[src/hw/rtl/salsa20_stream_decrypt_unit_assert.svh]
// Assertion macros for the Salsa20 stream decrypt unit.
// Used by the top level; expects clk and rst in scope where they are used.
`ifndef SALSA20_STREAM_DECRYPT_UNIT_ASSERT_SVH
`define SALSA20_STREAM_DECRYPT_UNIT_ASSERT_SVH

// Consequent must hold in the same cycle as the antecedent.
`define S20SD_ASSERT_NOW(label, ante, cons, msg) \
  label: assert property (@(posedge clk) disable iff (rst) (ante) |-> (cons)) \
    else $error(msg);

// Consequent must hold in the cycle after the antecedent.
`define S20SD_ASSERT_NEXT(label, ante, cons, msg) \
  label: assert property (@(posedge clk) disable iff (rst) (ante) |=> (cons)) \
    else $error(msg);

`endif

[src/hw/rtl/s20sd_pkg.sv]
// Shared types, constants and helper functions for the Salsa20 stream decrypt unit.
// No dependencies; imported by the controller, the datapath and the top level.
package s20sd_pkg;

  localparam int WORD_W        = 32;
  localparam int NUM_WORDS     = 16;
  localparam int BYTE_W        = 8;
  localparam int POS_W         = 6;
  localparam int CTR_W         = 64;
  localparam int CFG_IDX_W     = 3;
  localparam int CFG_DATA_W    = 64;
  localparam int DOUBLE_ROUNDS = 10;
  localparam int DROUND_W      = 4;
  localparam int PHASE_W       = 3;

  // Configuration register indexes.
  localparam logic [CFG_IDX_W-1:0] REG_KEY_FIRST_LOW   = 3'd0;
  localparam logic [CFG_IDX_W-1:0] REG_KEY_FIRST_HIGH  = 3'd1;
  localparam logic [CFG_IDX_W-1:0] REG_KEY_SECOND_LOW  = 3'd2;
  localparam logic [CFG_IDX_W-1:0] REG_KEY_SECOND_HIGH = 3'd3;
  localparam logic [CFG_IDX_W-1:0] REG_LONG_KEY_MODE   = 3'd4;
  localparam logic [CFG_IDX_W-1:0] REG_NONCE_VALUE     = 3'd5;

  // "expand 16-byte k" and "expand 32-byte k" as little-endian words.
  localparam logic [WORD_W-1:0] SIGMA16 [4] = '{
    32'h61707865, 32'h3120646e, 32'h79622d36, 32'h6b206574
  };
  localparam logic [WORD_W-1:0] SIGMA32 [4] = '{
    32'h61707865, 32'h3320646e, 32'h79622d32, 32'h6b206574
  };

  // Quarter-round word groups (a, b, c, d): column half first, then row half.
  localparam logic [3:0] QR_INDEX [2][4][4] = '{
    '{ '{4'd0,  4'd4,  4'd8,  4'd12},
       '{4'd5,  4'd9,  4'd13, 4'd1 },
       '{4'd10, 4'd14, 4'd2,  4'd6 },
       '{4'd15, 4'd3,  4'd7,  4'd11} },
    '{ '{4'd0,  4'd1,  4'd2,  4'd3 },
       '{4'd5,  4'd6,  4'd7,  4'd4 },
       '{4'd10, 4'd11, 4'd8,  4'd9 },
       '{4'd15, 4'd12, 4'd13, 4'd14} }
  };

  // Configuration register file contents.
  typedef struct packed {
    logic [CFG_DATA_W-1:0] key_first_low;
    logic [CFG_DATA_W-1:0] key_first_high;
    logic [CFG_DATA_W-1:0] key_second_low;
    logic [CFG_DATA_W-1:0] key_second_high;
    logic                  long_key_mode;
    logic [CFG_DATA_W-1:0] nonce_value;
  } s20sd_cfg_t;

  // Commands from the controller to the datapath.
  typedef struct packed {
    logic                capture;    // Hold the request that starts a new block.
    logic                load;       // Load the initial state words.
    logic                round_en;   // Run one quarter-round step on all four groups.
    logic [PHASE_W-1:0]  phase;      // Bit 2 selects the row half, bits 1:0 the step.
    logic [DROUND_W-1:0] dround;     // Double-round count.
    logic                feed;       // Add the initial state back in.
    logic                emit;       // Write a result into the output register.
    logic                emit_held;  // The result comes from the held request.
  } s20sd_cmd_t;

  // Status from the datapath to the controller.
  typedef struct packed {
    logic pos_zero;  // Next byte starts a new keystream block.
  } s20sd_status_t;

  // Rotate left by the amount of quarter-round step 0..3 (7, 9, 13, 18).
  function automatic logic [WORD_W-1:0] rotl_step(input logic [WORD_W-1:0] v,
                                                  input logic [1:0] step);
    logic [WORD_W-1:0] r;
    unique case (step)
      2'd0: r = {v[24:0], v[31:25]};
      2'd1: r = {v[22:0], v[31:23]};
      2'd2: r = {v[18:0], v[31:19]};
      2'd3: r = {v[13:0], v[31:14]};
      default: r = v;
    endcase
    return r;
  endfunction

endpackage

[src/hw/rtl/s20sd_ctrl.sv]
// Controller state machine of the Salsa20 stream decrypt unit.
// Depends on s20sd_pkg; drives the datapath with s20sd_cmd_t commands.
module s20sd_ctrl (
  input  logic                    clk,
  input  logic                    rst,
  input  logic                    s_tvalid,
  output logic                    s_tready,
  output logic                    m_tvalid,
  input  logic                    m_tready,
  input  s20sd_pkg::s20sd_status_t status,
  output s20sd_pkg::s20sd_cmd_t    cmd
);
  import s20sd_pkg::*;

  typedef enum logic [4:0] {
    ST_STREAM = 5'b00001,
    ST_LOAD   = 5'b00010,
    ST_ROUND  = 5'b00100,
    ST_FEED   = 5'b01000,
    ST_EMIT   = 5'b10000
  } state_t;

  state_t              state, state_next;
  logic [PHASE_W-1:0]  phase, phase_next;
  logic [DROUND_W-1:0] dround, dround_next;
  logic                out_valid, out_valid_next;
  logic                slot_free;
  logic                accept;

  // Output register is free when empty or being drained this cycle.
  assign slot_free = !out_valid || m_tready;
  assign s_tready  = (state == ST_STREAM) && slot_free;
  assign accept    = s_tvalid && s_tready;
  assign m_tvalid  = out_valid;

  // Commands to the datapath.
  always_comb begin
    cmd           = '0;
    cmd.capture   = accept && status.pos_zero;
    cmd.load      = (state == ST_LOAD);
    cmd.round_en  = (state == ST_ROUND);
    cmd.phase     = phase;
    cmd.dround    = dround;
    cmd.feed      = (state == ST_FEED);
    cmd.emit_held = (state == ST_EMIT);
    cmd.emit      = (accept && !status.pos_zero) || ((state == ST_EMIT) && slot_free);
  end

  // Next-state logic: one quarter-round step per cycle, eight per double round.
  always_comb begin
    state_next  = state;
    phase_next  = phase;
    dround_next = dround;
    unique case (state)
      ST_STREAM: begin
        if (cmd.capture) begin
          state_next = ST_LOAD;
        end
      end
      ST_LOAD: begin
        state_next  = ST_ROUND;
        phase_next  = '0;
        dround_next = '0;
      end
      ST_ROUND: begin
        phase_next = phase + PHASE_W'(1);
        if (phase == '1) begin
          if (dround == DROUND_W'(DOUBLE_ROUNDS - 1)) begin
            state_next = ST_FEED;
          end else begin
            dround_next = dround + DROUND_W'(1);
          end
        end
      end
      ST_FEED: begin
        state_next = ST_EMIT;
      end
      ST_EMIT: begin
        if (slot_free) begin
          state_next = ST_STREAM;
        end
      end
      default: begin
        state_next = ST_STREAM;
      end
    endcase
  end

  // Output valid flag follows writes and drains.
  always_comb begin
    out_valid_next = out_valid;
    priority if (cmd.emit) begin
      out_valid_next = 1'b1;
    end else if (m_tready) begin
      out_valid_next = 1'b0;
    end
  end

  always_ff @(posedge clk) begin
    if (rst) begin
      state     <= ST_STREAM;
      phase     <= '0;
      dround    <= '0;
      out_valid <= 1'b0;
    end else begin
      state     <= state_next;
      phase     <= phase_next;
      dround    <= dround_next;
      out_valid <= out_valid_next;
    end
  end

endmodule

[config.mk]
export PLATFORM = sky130hd
export DESIGN_NAME = s20sd_ctrl
export DESIGN_NICKNAME = d
export VERILOG_FILES = /design/src/hw/rtl/salsa20_stream_decrypt_unit_assert.svh /design/src/hw/rtl/s20sd_pkg.sv /design/src/hw/rtl/s20sd_ctrl.sv
export SDC_FILE = /design/constraint.sdc
export NUM_CORES = 1
export LEC_CHECK = 0
export BUFFER_PORTS_ARGS = -buffer_cell sky130_fd_sc_hd__buf_4
export CORE_ASPECT_RATIO = 1.1
export CORE_UTILIZATION = 30
export DETAILED_ROUTE_END_ITERATION = 8
export PLACE_DENSITY = 0.54
export SLEW_MARGIN = 20
export SYNTH_ARGS = -nofsm -noshare
export SYNTH_HDL_FRONTEND = slang
export SYNTH_SLANG_ARGS = --single-unit
[constraint.sdc]
create_clock -name clk -period 2.1 [get_ports clk]
set_input_delay 0.42 -clock clk [delete_from_list [all_inputs] [get_ports clk]]
set_output_delay 0.42 -clock clk [all_outputs]
set_load 0.01 [all_outputs]
## Word level (Yosys, flattened, before mapping)

Index checks and enable logic that the tools add are counted.

| cells by class | value |
|---|---|
| $add $sub $neg | 2 |
| multiply operators | 0 |
| div/mod/pow operators | 0 |
| magnitude comparators | 0 |
| eq/ne operators | 12 |
| shift-type cells | 0 |
| mux-type cells | 11 |
| bitwise gates (word level) | 0 |
| reductions and logical operators | 13 |

Operators by type and width:

| cell | number |
|---|---|
| 5-bit one-hot mux with 5 select lines | 1 |
| 5-bit 2-to-1 mux | 4 |
| 4-bit 2-to-1 mux | 2 |
| 4-bit one-hot mux with 2 select lines | 1 |
| 2-bit by 1-bit inequality test with 1-bit output, second input constant | 3 |
| 3-bit one-hot mux with 2 select lines | 1 |
| 5-bit by 1-bit == test with 1-bit output, second input constant | 1 |
| 5-bit by 2-bit == test with 1-bit output, second input constant | 1 |
| 5-bit by 3-bit == test with 1-bit output, second input constant | 1 |
| 5-bit by 4-bit == test with 1-bit output, second input constant | 1 |
| 5-bit == test, second input constant | 1 |
| 1-bit logical AND | 5 |
| 4-bit by 1-bit adder with 4-bit output, second input constant | 1 |
| 4-bit == test, second input constant | 1 |
| 2-bit inequality test, second input constant | 2 |
| 4-bit AND reduction | 1 |
| 2-bit nonzero test | 2 |
| 3-bit by 1-bit adder with 3-bit output, second input constant | 1 |
| 3-bit == test, second input constant | 1 |
| 3-bit AND reduction | 1 |
| 1-bit zero test | 2 |
| 1-bit logical OR | 2 |
| 1-bit 2-to-1 mux | 2 |

| storage, ports and cells | value |
|---|---|
| bits in registers | 13 |
| latch bits | 0 |
| memory bits (writable) | 0 |
| memory bits (read-only) | 0 |
| input port bits | 5 |
| output and inout bits | 15 |
| word-level logic and storage cells | 42 |
| memories kept | 0 |

## Depth between registers and ports, before layout

| logic depth | value |
|---|---|
| depth after elaboration | 7 |
| mapped depth | 5 |
| mapped depth without buffers | 5 |

## Least setup slack after synthesis

No wires, ideal clock.

| timing | value |
|---|---|
| kind | flip-flop to output port |
| start | register state[4] |
| end | output cmd[11] in the netlist's numbering |
| data arrival time | 1224 ps |
| data required time | 1680 ps |
| path slack | 456 ps |
| cell stages (with the launch flop) | 5 |
| path buffers | 1 |
| cells stage by stage | dfxtp_1 > or3_1 > clkbuf_1 > or2_2 > inv_1 |

RTL lines:

| item | line | RTL |
|---|---|---|
| start: declaration | s20sd_ctrl.sv:23 | `state_t state, state_next;` |
| start signal: assignment | s20sd_ctrl.sv:106 | `state <= state_next;` |
| end: declaration | s20sd_ctrl.sv:11 | `output s20sd_pkg::s20sd_cmd_t cmd` |

==> results.ini <==
[status]
status=finished, final reports clean

[logic_synthesis]
ys_types=35
ys_seq_area_share_pct=33.28
post_synth_instance_area_sq_um=782.0
synth_area_per_cell_sq_um=8.409
synth.ff_latch_count=13
synthesis.instances=93
syn-num-nets=102
ys_warn_count=0

[power_and_ir_drop]
pwr_density_mw_per_mm2=491.3
leakagePower_nw=0.4026
max-vdd-ir-drop_v=0.0002627

[critical_path]
cp_cell_sequence=or4_4 > nor2_1 > buf_4
timing.critical_path.slowest_stage_cell=or4_4
crit_path_end_kind=output pin
crit_path_max_fanout=8
timing.critical_path.arrival_ns=1.60
reg2reg_depth=3
slowest_delay_ns=0.59
path_class=flop to output pin
timing.rr.start=state[4]
timing.critical_path.from_type=flop
critPathRequiredTime_ns=1.68
critical_path.reg2reg.endpoint=dround[3]
worst-r2r-setup-slack_ns=0.39

[timing]
clock_skew_ns=0.004504
worstMarginPinSlew_ns=0.3989
rsz_0062_raised_after_global_routing=no
finalCritPeriodShare_pct=96.27
finalSetupViolCount=0
slew_violations=0
tns_ns=0
fmax_ghz=0.4946
finalCriticalPeriod_ns=2.022
timing.slew.headroom_pct=73.35
final_critical_path_setup_slack_ns=0.07830
report.final.hold_viol_count=0

[cells_and_area]
layout.cells.non_filler=144
multi_input_area_sq_um=495.5
fraction_of_final_layout_cells_with_drive_strength_greater_than_1_pct=29.20
n_fill_cell=264
layout.cells.most_common_list=20 x buf_4, 12 x dfxtp_1, 8 x o21ai_0
design.final.nets=123
layout_commonest_cell=buf_4
num_antenna_cells=0
sequential_cell_area_sq_um=261.5
flow.area_growth_from_synthesis_pct=27.20

[clock_tree]
tritoncts=yes
cts_made_buffers=3
clk-insertion-delay-late_ns=0.27
cts.path.max_buffers=2
clkTransAtPathRegs_ns=0.08
cts_hold_fix_bufs=0
htreeDepth=1
clock_tree.root_cell=clkbuf_4
cts_num_sinks=13

[route]
drt_iter0_drc=7
detail-route-antenna-nets=0
routed_wl_microns=1707
detail_route.first_pass.iterations=4
drt_drc=0
post_drt_via_cell_ratio=5.035
vias_after_detailed_routing=725
detail_route.wl_per_cell_microns=11.85

[min_path]
path_class_of_the_lowest_slack_min_delay_path=primary input to flop
timing.hold.worst_endpoint=state[2]
origin_of_the_worst_min_delay_path=rst
hold-path-cell-count=2

[global_route]
number_of_antenna_violations_at_the_first_check_in_global_routing=0
grt_max_degree=16
grtUsageTotal_pct=12.94
grt_remaining_overflow=0
global_route_wire_length_before_repair_microns=2704
grt_pass1_vias=629

[floorplanning]
die-height_microns=55.55
top_level_ports=20
die_width_microns=50.68
initial_core_util_pct=31.33
fp-row-count=19
core-area_sq_mm=0.002496
die-area_sq_mm=0.002815

[place]
gp_congestion=0.7652
detailed_place_hpwl_microns=1295
placement_stage_worst_setup_slack_ns=0.3385
numPlacedInstances=140
io_buffer_count=19

[flow_run]
timing.max_cap.violations=0

kinds of logic (layout without fill, tap and decap cells):
group	Yosys count	after routing	synth area share, %
AND/OR/NAND/NOR	41	41	32.96
multiplexers	3	3	3.840
flip-flops	13	13	33.28
AO/OA/AOI/OAI	21	21	17.12
adder cells (fa/ha/maj)	4	4	6.400
XOR/XNOR	1	1	1.120
buffers and inverters	10	30	5.280
worst max-delay path, delay by kind of cell, from the launching register on:
kind          cells  cell delay (ns)
simple gates      2             0.79
buf+inv           1             0.16
flops             1             0.38
where the power goes:
part | total, mW | switching, mW | internal [mW]
sequential | 0.258 | 0.00765 | 0.251
combinational | 0.0743 | 0.0377 | 0.0366
clock | 0.156 | 0.0825 | 0.0735
area by class of cell:
type	instances	share of cell area (%)
clock buffer	4	2.642
multi-input combinational	70	49.81
sequential	13	26.29
timing repair buffer	20	15.09
inverter	6	2.264
tap	31	3.899
flip-flops by register name, indices dropped and copies added, names as in the netlist:
register	flops
m_tvalid	1
phase	3
dround	4
state	5
routing by layer:
metal  vias to the layer above  global-route usage (%)  part of all wire [%]  routed length (microns)
met5                         -                       0                     0                        0
met4                         0                   7.143                   1.1                       18
met3                         2                   3.306                   4.5                       76
met2                        16                   20.19                    46                      785
met1                       327                   15.96                    48                      827
li1                        380                       -                     -                        -
how the worst max path moves through the flow:
stage                   from       to  slack (ns)
detailed placement  state[2]  cmd[11]        0.34
CTS                 state[2]  cmd[11]        0.02
global placement    state[4]   cmd[2]        0.35
global route        state[4]  cmd[10]        0.02
floorplan           state[4]  cmd[11]        0.46
finish              state[4]  cmd[10]        0.08
synthesized netlist by cell type:
library cell	count	area (sq um)
dfxtp_1	13	260.3
o21ai_0	8	40.04
inv_1	6	22.52
nor2_1	6	22.52
nor2b_1	5	31.28
a21oi_1	4	20.02
and2_1	4	25.02
ha_1	4	50.05
clkbuf_1	3	11.26
mux2i_1	3	30.03
nand3_1	3	15.01
o31ai_1	3	22.52
or2_2	3	18.77
nand2_1	2	7.510
nand2b_1	2	12.51
nand4b_1	2	17.52
nor3_1	2	10.01
o211ai_1	2	15.01
or3_1	2	12.51
a2111oi_0	1	8.760
a221o_1	1	10.01
and2b_1	1	7.510
and4_1	1	8.760
and4bb_2	1	12.51
buf_4	1	7.510
nand3b_1	1	7.510
nand4_1	1	6.260
nor3b_1	1	7.510
nor4_1	1	6.260
nor4bb_1	1	10.01
o21ba_2	1	10.01
o21bai_1	1	7.510
or4_1	1	7.510
or4_4	1	11.26
xor2_1	1	8.760
through the flow:
| step | utilization [%] | area [sq um] | power [mW] | hold WS, ns |
|---|---|---|---|---|
| after floorplan | - | 782.0 | 0.3074 | 0.4984 |
| after global placement | 38.15 | 952.2 | 0.3350 | 0.4756 |
| after detailed placement | 38.15 | 952.2 | 0.3359 | 0.4877 |
| after CTS | 39.20 | 978.4 | 0.4946 | 0.4125 |
| after global routing | 39.85 | 994.7 | 0.5202 | 0.4014 |
| final | 39.85 | 994.7 | 0.4887 | 0.4185 |
timing repair:
action | CTS | global route
endpoints found under the setup margin | 0 | 5
buffers inserted | 0 | 0
hold endpoints to repair | 0 | 0
gates resized for setup | 0 | 4
Power figures use the tool's default switching activity.
